==> src/rtl/idu_pkg.sv <==
// Types, codes and helper functions of the interrupt dispatch unit
package idu_pkg;

    localparam int unsigned NumSrc = 5;

    typedef enum logic [2:0] {
        OP_PLAIN     = 3'd0,
        OP_BOUNDARY  = 3'd1,
        OP_EI        = 3'd2,
        OP_DI        = 3'd3,
        OP_HALT      = 3'd4,
        OP_WR_ENABLE = 3'd5,
        OP_WR_FLAGS  = 3'd6
    } t_op;

    typedef enum logic [1:0] {
        PH_IDLE  = 2'd0,
        PH_WAIT  = 2'd1,
        PH_PUSH  = 2'd2,
        PH_SETPC = 2'd3
    } t_phase;

    localparam logic [6:0] VectorBase = 7'h40;

    typedef struct packed {
        logic [2:0]        operation;
        logic [NumSrc-1:0] write_data;
        logic [NumSrc-1:0] request_lines;
        logic [15:0]       stack_pointer;
        logic [15:0]       program_counter;
        logic              preloaded;
    } t_in_item;

    typedef struct packed {
        logic              dispatch_busy;
        logic              push_valid;
        logic [15:0]       push_address;
        logic [15:0]       push_data;
        logic              pc_load_valid;
        logic [6:0]        pc_load_value;
        logic              halted;
        logic              master_enable;
        logic [NumSrc-1:0] pending_flags;
        logic [NumSrc-1:0] enable_flags;
        logic              repeat_fetch;
    } t_out_item;

    // Index of the lowest set bit, zero when none is set
    function automatic logic [2:0] lowest_src(input logic [NumSrc-1:0] v);
        logic [2:0] idx;
        idx = 3'd0;
        for (int i = NumSrc - 1; i >= 0; i--) begin
            if (v[i]) begin
                idx = 3'(i);
            end
        end
        return idx;
    endfunction

endpackage

==> src/rtl/idu_if.sv <==
// Valid/ready channel interfaces for items in and results out
interface idu_in_if;
    logic        valid;
    logic        ready;
    logic [2:0]  operation;
    logic [4:0]  write_data;
    logic [4:0]  request_lines;
    logic [15:0] stack_pointer;
    logic [15:0] program_counter;
    logic        preloaded;

    modport source (
        output valid, operation, write_data, request_lines,
               stack_pointer, program_counter, preloaded,
        input  ready
    );
    modport sink (
        input  valid, operation, write_data, request_lines,
               stack_pointer, program_counter, preloaded,
        output ready
    );
endinterface

interface idu_out_if;
    logic        valid;
    logic        ready;
    logic        dispatch_busy;
    logic        push_valid;
    logic [15:0] push_address;
    logic [15:0] push_data;
    logic        pc_load_valid;
    logic [6:0]  pc_load_value;
    logic        halted;
    logic        master_enable;
    logic [4:0]  pending_flags;
    logic [4:0]  enable_flags;
    logic        repeat_fetch;

    modport source (
        output valid, dispatch_busy, push_valid, push_address, push_data,
               pc_load_valid, pc_load_value, halted, master_enable,
               pending_flags, enable_flags, repeat_fetch,
        input  ready
    );
    modport sink (
        input  valid, dispatch_busy, push_valid, push_address, push_data,
               pc_load_valid, pc_load_value, halted, master_enable,
               pending_flags, enable_flags, repeat_fetch,
        output ready
    );
endinterface

==> src/rtl/idu_in_stage.sv <==
// Input register stage: captures one item and holds it until the core takes it
module idu_in_stage (
    input  logic               i_clk,
    input  logic               i_rst_n,
    idu_in_if.sink             i_in,
    input  logic               i_take,
    output logic               o_valid,
    output idu_pkg::t_in_item  o_item
);

    logic              r_valid;
    logic              n_valid;
    idu_pkg::t_in_item r_item;
    logic              load;

    // Accept whenever the held item leaves this cycle or nothing is held
    assign i_in.ready = !r_valid || i_take;
    assign load       = i_in.valid && i_in.ready;

    always_comb begin
        n_valid = r_valid;
        if (load) begin
            n_valid = 1'b1;
        end else if (i_take) begin
            n_valid = 1'b0;
        end
    end

    always_ff @(posedge i_clk) begin
        if (!i_rst_n) begin
            r_valid <= 1'b0;
        end else begin
            r_valid <= n_valid;
        end
    end

    always_ff @(posedge i_clk) begin
        if (load) begin
            r_item.operation       <= i_in.operation;
            r_item.write_data      <= i_in.write_data;
            r_item.request_lines   <= i_in.request_lines;
            r_item.stack_pointer   <= i_in.stack_pointer;
            r_item.program_counter <= i_in.program_counter;
            r_item.preloaded       <= i_in.preloaded;
        end
    end

    assign o_valid = r_valid;
    assign o_item  = r_item;

endmodule

==> src/rtl/idu_core.sv <==
// Interrupt state, EI delay, halt wake and the dispatch sequencer
module idu_core #(
    parameter int unsigned EI_DELAY_CYCLES = 2
) (
    input  logic               i_clk,
    input  logic               i_rst_n,
    input  logic               i_step,
    input  idu_pkg::t_in_item  i_item,
    output idu_pkg::t_out_item o_result
);

    localparam int unsigned CntW = $clog2(EI_DELAY_CYCLES + 1);

    logic                         r_ime,   n_ime;
    logic [CntW-1:0]              r_ei,    n_ei;
    logic                         r_halt,  n_halt;
    logic [idu_pkg::NumSrc-1:0]   r_flag,  n_flag;
    logic [idu_pkg::NumSrc-1:0]   r_en,    n_en;
    idu_pkg::t_phase              r_phase, n_phase;
    logic                         r_cnt,   n_cnt;
    logic [2:0]                   r_src,   n_src;
    logic [15:0]                  r_ret,   n_ret;

    logic [idu_pkg::NumSrc-1:0]   pending;
    logic                         ime_was;
    idu_pkg::t_out_item           res;

    always_comb begin
        n_ime   = r_ime;
        n_ei    = r_ei;
        n_halt  = r_halt;
        n_flag  = r_flag;
        n_en    = r_en;
        n_phase = r_phase;
        n_cnt   = r_cnt;
        n_src   = r_src;
        n_ret   = r_ret;
        pending = '0;
        ime_was = 1'b0;
        res     = '0;

        // EI countdown ticks before anything else
        if (r_ei != '0) begin
            n_ei = r_ei - CntW'(1);
            if (n_ei == '0) begin
                n_ime = 1'b1;
            end
        end

        if (r_phase != idu_pkg::PH_IDLE) begin
            // Operations are dropped while dispatching; requests still latch
            res.dispatch_busy = 1'b1;
            n_flag = r_flag | i_item.request_lines;
            case (r_phase)
                idu_pkg::PH_WAIT: begin
                    n_cnt = !r_cnt;
                    if (r_cnt) begin
                        n_phase = idu_pkg::PH_PUSH;
                    end
                end
                idu_pkg::PH_PUSH: begin
                    n_cnt = !r_cnt;
                    if (r_cnt) begin
                        res.push_valid   = 1'b1;
                        res.push_address = i_item.stack_pointer - 16'd2;
                        res.push_data    = r_ret;
                        n_phase          = idu_pkg::PH_SETPC;
                    end
                end
                idu_pkg::PH_SETPC: begin
                    res.pc_load_valid = 1'b1;
                    res.pc_load_value = idu_pkg::VectorBase + {1'b0, r_src, 3'b000};
                    n_phase           = idu_pkg::PH_IDLE;
                    n_cnt             = 1'b0;
                end
                default: begin
                end
            endcase
        end else begin
            case (i_item.operation)
                idu_pkg::OP_EI:        n_ei = CntW'(EI_DELAY_CYCLES);
                idu_pkg::OP_DI: begin
                    n_ime = 1'b0;
                    n_ei  = '0;
                end
                idu_pkg::OP_HALT:      n_halt = 1'b1;
                idu_pkg::OP_WR_ENABLE: n_en   = i_item.write_data;
                idu_pkg::OP_WR_FLAGS:  n_flag = i_item.write_data;
                default: begin
                end
            endcase
            n_flag  = n_flag | i_item.request_lines;
            pending = n_en & n_flag;
            ime_was = n_ime;

            if (i_item.operation == idu_pkg::OP_BOUNDARY && pending != '0 && ime_was) begin
                n_ime   = 1'b0;
                n_src   = idu_pkg::lowest_src(pending);
                n_flag  = n_flag & ~(idu_pkg::NumSrc'(1) << n_src);
                n_ret   = i_item.program_counter - {15'd0, i_item.preloaded};
                n_phase = idu_pkg::PH_WAIT;
                n_cnt   = 1'b0;
                res.dispatch_busy = 1'b1;
            end

            // Wake from HALT; with IME clear this is the halt bug
            if (pending != '0 && n_halt) begin
                n_halt           = 1'b0;
                res.repeat_fetch = !ime_was;
            end
        end

        res.halted        = n_halt;
        res.master_enable = n_ime;
        res.pending_flags = n_flag;
        res.enable_flags  = n_en;
    end

    always_ff @(posedge i_clk) begin
        if (!i_rst_n) begin
            r_ime   <= 1'b0;
            r_ei    <= '0;
            r_halt  <= 1'b0;
            r_flag  <= '0;
            r_en    <= '0;
            r_phase <= idu_pkg::PH_IDLE;
            r_cnt   <= 1'b0;
            r_src   <= 3'd0;
            r_ret   <= 16'd0;
        end else if (i_step) begin
            r_ime   <= n_ime;
            r_ei    <= n_ei;
            r_halt  <= n_halt;
            r_flag  <= n_flag;
            r_en    <= n_en;
            r_phase <= n_phase;
            r_cnt   <= n_cnt;
            r_src   <= n_src;
            r_ret   <= n_ret;
        end
    end

    assign o_result = res;

endmodule

==> src/rtl/interrupt_dispatch_unit_top.sv <==
// Top level of the interrupt dispatch unit: input stage, core and result register
//
//   channel  | dir | handshake    | payload
//   ---------+-----+--------------+------------------------------------------
//   i_in     | in  | valid/ready  | operation, write_data, request_lines,
//            |     |              | stack_pointer, program_counter, preloaded
//   o_out    | out | valid/ready  | busy, push, pc load, halted, IME, IF, IE,
//            |     |              | repeat_fetch
//
// One item per clock while o_out is not stalled; a result passes through the input
// register, then the result register after the single-pass core.
// The state update and the result register advance together, so every item
// yields exactly one result. A stalled o_out holds the result and, once the
// input register is full, drops i_in.ready. Reset clears all interrupt state.
module interrupt_dispatch_unit_top #(
    parameter int unsigned EI_DELAY_CYCLES = 2
) (
    input  logic      i_clk,
    input  logic      i_rst_n,
    idu_in_if.sink    i_in,
    idu_out_if.source o_out
);

    logic               in_valid;
    idu_pkg::t_in_item  in_item;
    idu_pkg::t_out_item core_res;
    logic               advance;
    logic               step;

    logic               r_out_valid;
    logic               n_out_valid;
    idu_pkg::t_out_item r_out_item;

    assign advance = !r_out_valid || o_out.ready;
    assign step    = in_valid && advance;

    idu_in_stage u_in_stage (
        .i_clk   (i_clk),
        .i_rst_n (i_rst_n),
        .i_in    (i_in),
        .i_take  (step),
        .o_valid (in_valid),
        .o_item  (in_item)
    );

    idu_core #(
        .EI_DELAY_CYCLES (EI_DELAY_CYCLES)
    ) u_core (
        .i_clk    (i_clk),
        .i_rst_n  (i_rst_n),
        .i_step   (step),
        .i_item   (in_item),
        .o_result (core_res)
    );

    always_comb begin
        n_out_valid = r_out_valid;
        if (advance) begin
            n_out_valid = in_valid;
        end
    end

    always_ff @(posedge i_clk) begin
        if (!i_rst_n) begin
            r_out_valid <= 1'b0;
        end else begin
            r_out_valid <= n_out_valid;
        end
    end

    always_ff @(posedge i_clk) begin
        if (step) begin
            r_out_item <= core_res;
        end
    end

    assign o_out.valid         = r_out_valid;
    assign o_out.dispatch_busy = r_out_item.dispatch_busy;
    assign o_out.push_valid    = r_out_item.push_valid;
    assign o_out.push_address  = r_out_item.push_address;
    assign o_out.push_data     = r_out_item.push_data;
    assign o_out.pc_load_valid = r_out_item.pc_load_valid;
    assign o_out.pc_load_value = r_out_item.pc_load_value;
    assign o_out.halted        = r_out_item.halted;
    assign o_out.master_enable = r_out_item.master_enable;
    assign o_out.pending_flags = r_out_item.pending_flags;
    assign o_out.enable_flags  = r_out_item.enable_flags;
    assign o_out.repeat_fetch  = r_out_item.repeat_fetch;

endmodule

==> src/flat_wrapper.sv <==
// flat-port wrapper written by rule: the top's interface ports become plain ports
module interrupt_dispatch_unit_top_flat 
#(
    parameter int unsigned EI_DELAY_CYCLES = 2
)
  (i_clk, i_rst_n, i_in_valid, i_in_operation, i_in_write_data, i_in_request_lines, i_in_stack_pointer, i_in_program_counter, i_in_preloaded, i_in_ready, o_out_valid, o_out_dispatch_busy, o_out_push_valid, o_out_push_address, o_out_push_data, o_out_pc_load_valid, o_out_pc_load_value, o_out_halted, o_out_master_enable, o_out_pending_flags, o_out_enable_flags, o_out_repeat_fetch, o_out_ready);
  idu_in_if i_in_i ();
  idu_out_if o_out_i ();
  input  logic i_clk;
  input  logic i_rst_n;
  input wire logic [$bits(i_in_i.valid)-1:0] i_in_valid;
  input wire logic [$bits(i_in_i.operation)-1:0] i_in_operation;
  input wire logic [$bits(i_in_i.write_data)-1:0] i_in_write_data;
  input wire logic [$bits(i_in_i.request_lines)-1:0] i_in_request_lines;
  input wire logic [$bits(i_in_i.stack_pointer)-1:0] i_in_stack_pointer;
  input wire logic [$bits(i_in_i.program_counter)-1:0] i_in_program_counter;
  input wire logic [$bits(i_in_i.preloaded)-1:0] i_in_preloaded;
  output wire logic [$bits(i_in_i.ready)-1:0] i_in_ready;
  output wire logic [$bits(o_out_i.valid)-1:0] o_out_valid;
  output wire logic [$bits(o_out_i.dispatch_busy)-1:0] o_out_dispatch_busy;
  output wire logic [$bits(o_out_i.push_valid)-1:0] o_out_push_valid;
  output wire logic [$bits(o_out_i.push_address)-1:0] o_out_push_address;
  output wire logic [$bits(o_out_i.push_data)-1:0] o_out_push_data;
  output wire logic [$bits(o_out_i.pc_load_valid)-1:0] o_out_pc_load_valid;
  output wire logic [$bits(o_out_i.pc_load_value)-1:0] o_out_pc_load_value;
  output wire logic [$bits(o_out_i.halted)-1:0] o_out_halted;
  output wire logic [$bits(o_out_i.master_enable)-1:0] o_out_master_enable;
  output wire logic [$bits(o_out_i.pending_flags)-1:0] o_out_pending_flags;
  output wire logic [$bits(o_out_i.enable_flags)-1:0] o_out_enable_flags;
  output wire logic [$bits(o_out_i.repeat_fetch)-1:0] o_out_repeat_fetch;
  input wire logic [$bits(o_out_i.ready)-1:0] o_out_ready;
  assign i_in_i.valid = i_in_valid;
  assign i_in_i.operation = i_in_operation;
  assign i_in_i.write_data = i_in_write_data;
  assign i_in_i.request_lines = i_in_request_lines;
  assign i_in_i.stack_pointer = i_in_stack_pointer;
  assign i_in_i.program_counter = i_in_program_counter;
  assign i_in_i.preloaded = i_in_preloaded;
  assign i_in_ready = i_in_i.ready;
  assign o_out_valid = o_out_i.valid;
  assign o_out_dispatch_busy = o_out_i.dispatch_busy;
  assign o_out_push_valid = o_out_i.push_valid;
  assign o_out_push_address = o_out_i.push_address;
  assign o_out_push_data = o_out_i.push_data;
  assign o_out_pc_load_valid = o_out_i.pc_load_valid;
  assign o_out_pc_load_value = o_out_i.pc_load_value;
  assign o_out_halted = o_out_i.halted;
  assign o_out_master_enable = o_out_i.master_enable;
  assign o_out_pending_flags = o_out_i.pending_flags;
  assign o_out_enable_flags = o_out_i.enable_flags;
  assign o_out_repeat_fetch = o_out_i.repeat_fetch;
  assign o_out_i.ready = o_out_ready;
  interrupt_dispatch_unit_top #(.EI_DELAY_CYCLES(EI_DELAY_CYCLES)) u_core (.i_clk(i_clk), .i_rst_n(i_rst_n), .i_in(i_in_i), .o_out(o_out_i));
endmodule
==> config.mk <==
export PLATFORM = sky130hd
export DESIGN_NAME = interrupt_dispatch_unit_top_flat
export DESIGN_NICKNAME = d
export VERILOG_FILES = /design/src/rtl/idu_pkg.sv /design/src/rtl/idu_if.sv /design/src/rtl/idu_in_stage.sv /design/src/rtl/idu_core.sv /design/src/rtl/interrupt_dispatch_unit_top.sv /design/src/flat_wrapper.sv
export SDC_FILE = /design/constraint.sdc
export NUM_CORES = 1
export LEC_CHECK = 0
export ABC_CLOCK_PERIOD_IN_PS = 2460
export BUFFER_PORTS_ARGS = -buffer_cell sky130_fd_sc_hd__buf_2
export CAP_MARGIN = 30
export CELL_PAD_IN_SITES_DETAIL_PLACEMENT = 0
export CELL_PAD_IN_SITES_GLOBAL_PLACEMENT = 1
export CORE_ASPECT_RATIO = 0.7
export CORE_MARGIN = 10
export CORE_UTILIZATION = 40
export DETAILED_ROUTE_END_ITERATION = 8
export PLACE_DENSITY_LB_ADDON = 0.1
export SLEW_MARGIN = 20
export SYNTH_ARGS = -nofsm -noshare
export SYNTH_HDL_FRONTEND = slang
export SYNTH_SLANG_ARGS = --single-unit
==> constraint.sdc <==
create_clock -name i_clk -period 2.46 [get_ports i_clk]
set_clock_uncertainty 0.2 [all_clocks]
set_input_delay 0.246 -clock i_clk [delete_from_list [all_inputs] [get_ports i_clk]]
set_output_delay 0.246 -clock i_clk [all_outputs]
set_load 0.1 [all_outputs]
# Yosys cells after proc, flatten, opt, wreduce, memory -nomap -nowiden

Index checks and enable logic that the tools add are counted.

Input bits: 50
Output and inout bits: 57
Logic and storage cells: 118
Flip-flop bits (word level): 139

Reduce and logical (&&, ||, !) cells: 25
Shift operators: 1
Bitwise logic cells: 7
Equality and inequality tests: 13
Add/subtract/negate cells: 4
Muxes and demuxes: 40

Operator list:

| operator                                            | count |
|---|---|
| 2-to-1 mux 5 bit                                    | 7 |
| 2-to-1 mux 33 bit                                   | 1 |
| 2-to-1 mux 3 bit                                    | 7 |
| subtractor 16 x 1 -> 16 bit                         | 1 |
| subtractor 16 x 2 -> 16 bit, second input constant  | 1 |
| 2-to-1 mux 1 bit                                    | 15 |
| 2-to-1 mux 2 bit                                    | 6 |
| AND 5 bit                                           | 2 |
| bitwise OR 5 bit                                    | 2 |
| equality test 3 bit, second input constant          | 3 |
| AND reduction 3 bit                                 | 3 |
| 2-to-1 mux 8 bit                                    | 1 |
| nonzero test 2 bit                                  | 4 |
| adder 7 x 6 -> 7 bit, first input constant          | 1 |
| equality test 3 x 2 -> 1 bit, second input constant | 2 |
| != test 3 bit, second input constant                | 2 |
| one-hot mux 2 bit (3 select lines)                  | 1 |
| logical AND 1 bit                                   | 5 |
| inverter 5 bit                                      | 1 |
| AND reduction 5 bit                                 | 1 |
| nonzero test 5 bit                                  | 1 |
| << shifter 1 x 3 -> 5 bit, first input constant     | 1 |
| equality test 2 bit, second input constant          | 2 |
| logical NOT 1 bit                                   | 4 |
| other kinds (12)                                    | 16 |

# Depth between registers and ports, before layout

Depth in word-level cells: 17
Gate-level depth with buffers: 10
Mapped depth without buffers: 9

# Cells and area by module

From an unflattened synthesis, not the netlist that was laid out.

Cell total of the unflattened synthesis: 461
Area total of the unflattened synthesis: 5916.9 µm²

Modules (own cells, without submodules):

| module                      | instances | sequential area each (µm²) | area each (µm²) | cells an instance |
|---|---|---|---|---|
| idu_core                    | 1         | 720.7                      | 2778.9          | 351 |
| interrupt_dispatch_unit_top | 1         | 1671.6                     | 1699.1          | 59 |
| idu_in_stage                | 1         | 1401.3                     | 1438.9          | 51 |

# Least setup slack after synthesis

OpenSTA, ideal clock, no wires.

Kind: register to register
Start point: register u_core.r_out_valid, in the netlist u_core.o_out.valid
End point: register u_core.u_core.r_flag[4] in the netlist's numbering
Data required time: 2.137 ns
Stages on the path, launching flop included: 5
Path buffers: 0
Library setup time: 0.123 ns
Period minus slack after synthesis: 3.482 ns
Path slack: -1.022 ns
Arrival time: 3.160 ns
Cells stage by stage: dfxtp_1 nor2b_1 nand2b_1 clkinv_1 a31o_2

Longest elaborated chain between the ends: 3

RTL lines:

| item                   | line                              | RTL |
|---|---|---|
| from (decl)            | interrupt_dispatch_unit_top.sv:30 | `logic r_out_valid;` |
| from (signal assigned) | interrupt_dispatch_unit_top.sv:67 | `r_out_valid <= n_out_valid;` |
| logical NOT 1 bit      | interrupt_dispatch_unit_top.sv:34 | `assign advance = !r_out_valid \|\| o_out.ready;` |
| logical OR 1 bit       | interrupt_dispatch_unit_top.sv:34 |  |
| logical AND 1 bit      | interrupt_dispatch_unit_top.sv:35 | `assign step = in_valid && advance;` |
| via u_core.step        | interrupt_dispatch_unit_top.sv:28 | `logic step;` |
| to (signal assigned)   | idu_core.sv:134                   | `r_flag <= n_flag;` |
| to (decl)              | idu_core.sv:17                    | `logic [idu_pkg::NumSrc-1:0] r_flag, n_flag;` |

The timed path passes the listed nets, and every way through them passes these cells.
A chain may end at the register's enable or synchronous reset.

# Final worst setup path

Start point: register u_core.u_in_stage.r_item (netlist bit u_core.u_in_stage.o_item[1])
End point: register u_core.u_core.r_ret[12]

Longest elaborated chain between the ends: 1

RTL lines:

| item                        | line               | RTL |
|---|---|---|
| from (decl)                 | idu_in_stage.sv:13 | `idu_pkg::t_in_item r_item;` |
| subtractor 16 x 1 -> 16 bit | idu_core.sv:100    | `n_ret = i_item.program_counter - {15'd0, i_item.preloaded};` |
| to (signal assigned)        | idu_core.sv:139    | `r_ret <= n_ret;` |
| to (decl)                   | idu_core.sv:22     | `logic [15:0] r_ret, n_ret;` |

Every way passes these cells.

==> qor.csv <==
metric,value,unit
Startpoint Class,register,
diode count,0,
"Avg Cell Area, Syn",12.2,µm²
Post-route DRC,0,
Post-Syn Area,5690,µm²
Synth Flop Type,edfxtp_1,
die span in x,162,µm
Worst Setup Path Type,reg2reg,
post-synthesis sequential area ratio,0.651,
ranking of synthesized cells by area,"edfxtp_1 (52%), dfxtp_1 (13%), nor2_1 (4.8%)",
WL/cell,16.2,µm
unrepaired setup endpoints after global routing,yes,
Final Setup Violations,1,
Core Area,13900,µm²
max-slew violation count,0,
clk sinks,136,
Placer Congestion,0.816,
status,finished with violations,
final wirelength,14.0,mm
number of CTS-inserted buffers,17,
vias per cell,4.80,
fin crit share,1.04,
ys async rst share,0,
worst vdd ir,0.000525,V
Hold Crit Class,reg2reg,
vias in the first global route,4367,
Critical Path RT,2590,ps
CP Max Fanout,2,
GRT Total Usage,0.147,
total grt overflow,0,
filler cell count,1148,
die area,19500,µm²
Max Cap Viol,0,
clk buf depth,2,
Vias,4130,
failing checks,setup timing,
Initial Utilization,0.408,
Area after DPL,6620,µm²
cells after synthesis,467,
Die Y,120,µm
dpl hpwl,9.53,mm
Synth area leader,edfxtp_1,
FP Rows,36,
Final Hold Violating Endpoints,0,
initial antenna violation count,0,
Netlist cell types,57,
Yosys top cell area share,0.518,
P&R area growth vs syn,41.4,%
largest net degree at the start of global routing,47,
post-route cell area,8040,µm²
clock latency on the worst-skew pair,410,ps
Slew headroom,0.429,
worst setup margin,-103,ps
fmax,0.390,GHz
drt first pass iters,5,
actual slew at the worst max-slew pin,848,ps
critical path data arrival time,2690,ps
number of DRC markers in iteration 0,254,
fin nets,715,
global-route wire length before repair,22.6,mm
Antenna Nets Post-Route,0,
PortBufs,103,
PwrDens,758,nW/µm²
H-tree lvl count,4,
minimum clock period,2560,ps
IO Pins,107,
Ys Warns,0,
layout cells sized above 1,0.326,
CP Capture Type,register,
Leak,3.16,nW
Root Driver,clkbuf_16,
"Clk pin slew, worst setup/hold paths",60,ps
pre-CTS setup slack,-107,ps
#FFs+latches synth,136,
number of flops mapped to enable cells by yosys,98,
setup TNS,-103,ps
CTS tree,built,
## synth_stat cells, drive strengths merged, types with 6 or more instances
library cell  count
or3               6
a21oi            20
nor2             72
and3             19
buf               9
xnor2            10
a211oi           21
nand2            28
o21ai            13
xor2             12
ha                7
inv              13
clkbuf           15
mux2i             8
dfxtp            38
edfxtp           98
nor3             11
## layout by cell type, fill, tap and decap left out, types with 10 or more instances in the layout
cell type,count
buf_4,38
inv_1,12
buf_2,103
xor2_1,12
a211oi_1,12
clkbuf_16,17
dlygate4sd3_1,49
dfxtp_1,37
and3_1,19
xnor2_1,10
a21oi_1,19
o21ai_0,12
nor2_1,68
edfxtp_1,98
nand2_1,27
## stage by stage
stage	power [W]	hold slack (ps)	utilization	cells
after floorplan	0.00310	145	-	469
after global routing	0.00634	290	0.578	861
after CTS	0.00614	259	0.563	858
after global placement	0.00326	222	0.475	771
after detailed placement	0.00327	224	0.475	771
final	0.00610	258	0.578	861
## worst max-delay path: stages (launching register included)
cell and delay, ps:
edfxtp_1 370, inv_2 70, ha_4 140, ha_4 120, or3b_4 390, nor3_4 230, nand2_1 110, or4_1 500
xor2_1 160, a211oi_1 190
## registers in the layout (all words and copies together) (netlist names), 4 cells and up
name / cells
u_core.u_core.r_ret: 16
u_core.u_core.r_en: 5
u_core.o_out.pending_flags: 5
u_core.o_out.pc_load_value: 4
u_core.o_out.push_data: 16
u_core.u_core.r_flag: 5
u_core.o_out.enable_flags: 5
u_core.u_in_stage.o_item: 46
u_core.o_out.push_address: 16
## metal layers
| metal | up-vias | GRT usage | part of all wire |
|---|---|---|---|
| li1 | 2077 | - | - |
| met1 | 1952 | 0.202 | 0.50 |
| met2 | 94 | 0.218 | 0.45 |
| met3 | 7 | 0.0417 | 0.049 |
| met4 | 0 | 0.0527 | 0.0075 |
| met5 | - | 0 | 0 |
## where the power goes
part,internal [W],switching [W],total (W),leakage (nW)
clock network,0.00183,0.000933,0.00276,0.304
registers,0.00256,0.0000592,0.00262,1.26
logic,0.000228,0.000487,0.000715,1.60
total,0.00462,0.00148,0.00610,3.16
## final timing paths
| path | start | end | slack [ps] | depth (start not counted) |
|---|---|---|---|---|
| setup / recovery | u_core.u_in_stage.o_item[1] | u_core.u_core.r_ret[12] | -100 | 9 |
| hold / removal | u_core.u_core.r_src[1] | u_core.u_core.r_src[1] | 260 | 2 |
| setup reg to reg | u_core.u_in_stage.o_item[1] | u_core.u_core.r_ret[12] | -100 | 9 |
| hold reg to reg | u_core.u_core.r_src[1] | u_core.u_core.r_src[1] | 260 | 2 |
## repair_timing
item	CTS	global route
pin swaps	1	8
hold buffers	49	0
setup buffers	5	4
resized for setup	7	33
gates cloned	1	0
setup endpoints to repair	16	29
endpoints found under the hold margin	50	0
## cell type report
type	instances	area, µm²	area share
clock buffer	21	450	0.0560
clock inverter	11	199	0.0247
inverter	14	57.6	0.00716
multi-input combinational	296	2060	0.256
sequential	136	3700	0.461
tap	190	238	0.0296
timing repair buffer	193	1330	0.166
## cells by family after synthesis
family,share of synthesized area
compound gates,0.0951
xor+xnor,0.0339
fa+ha+maj,0.0154
buf+inv,0.0315
flops,0.651
mux,0.0253
other cells,0.000660
simple gates,0.147
Power figures use the tool's default switching activity.
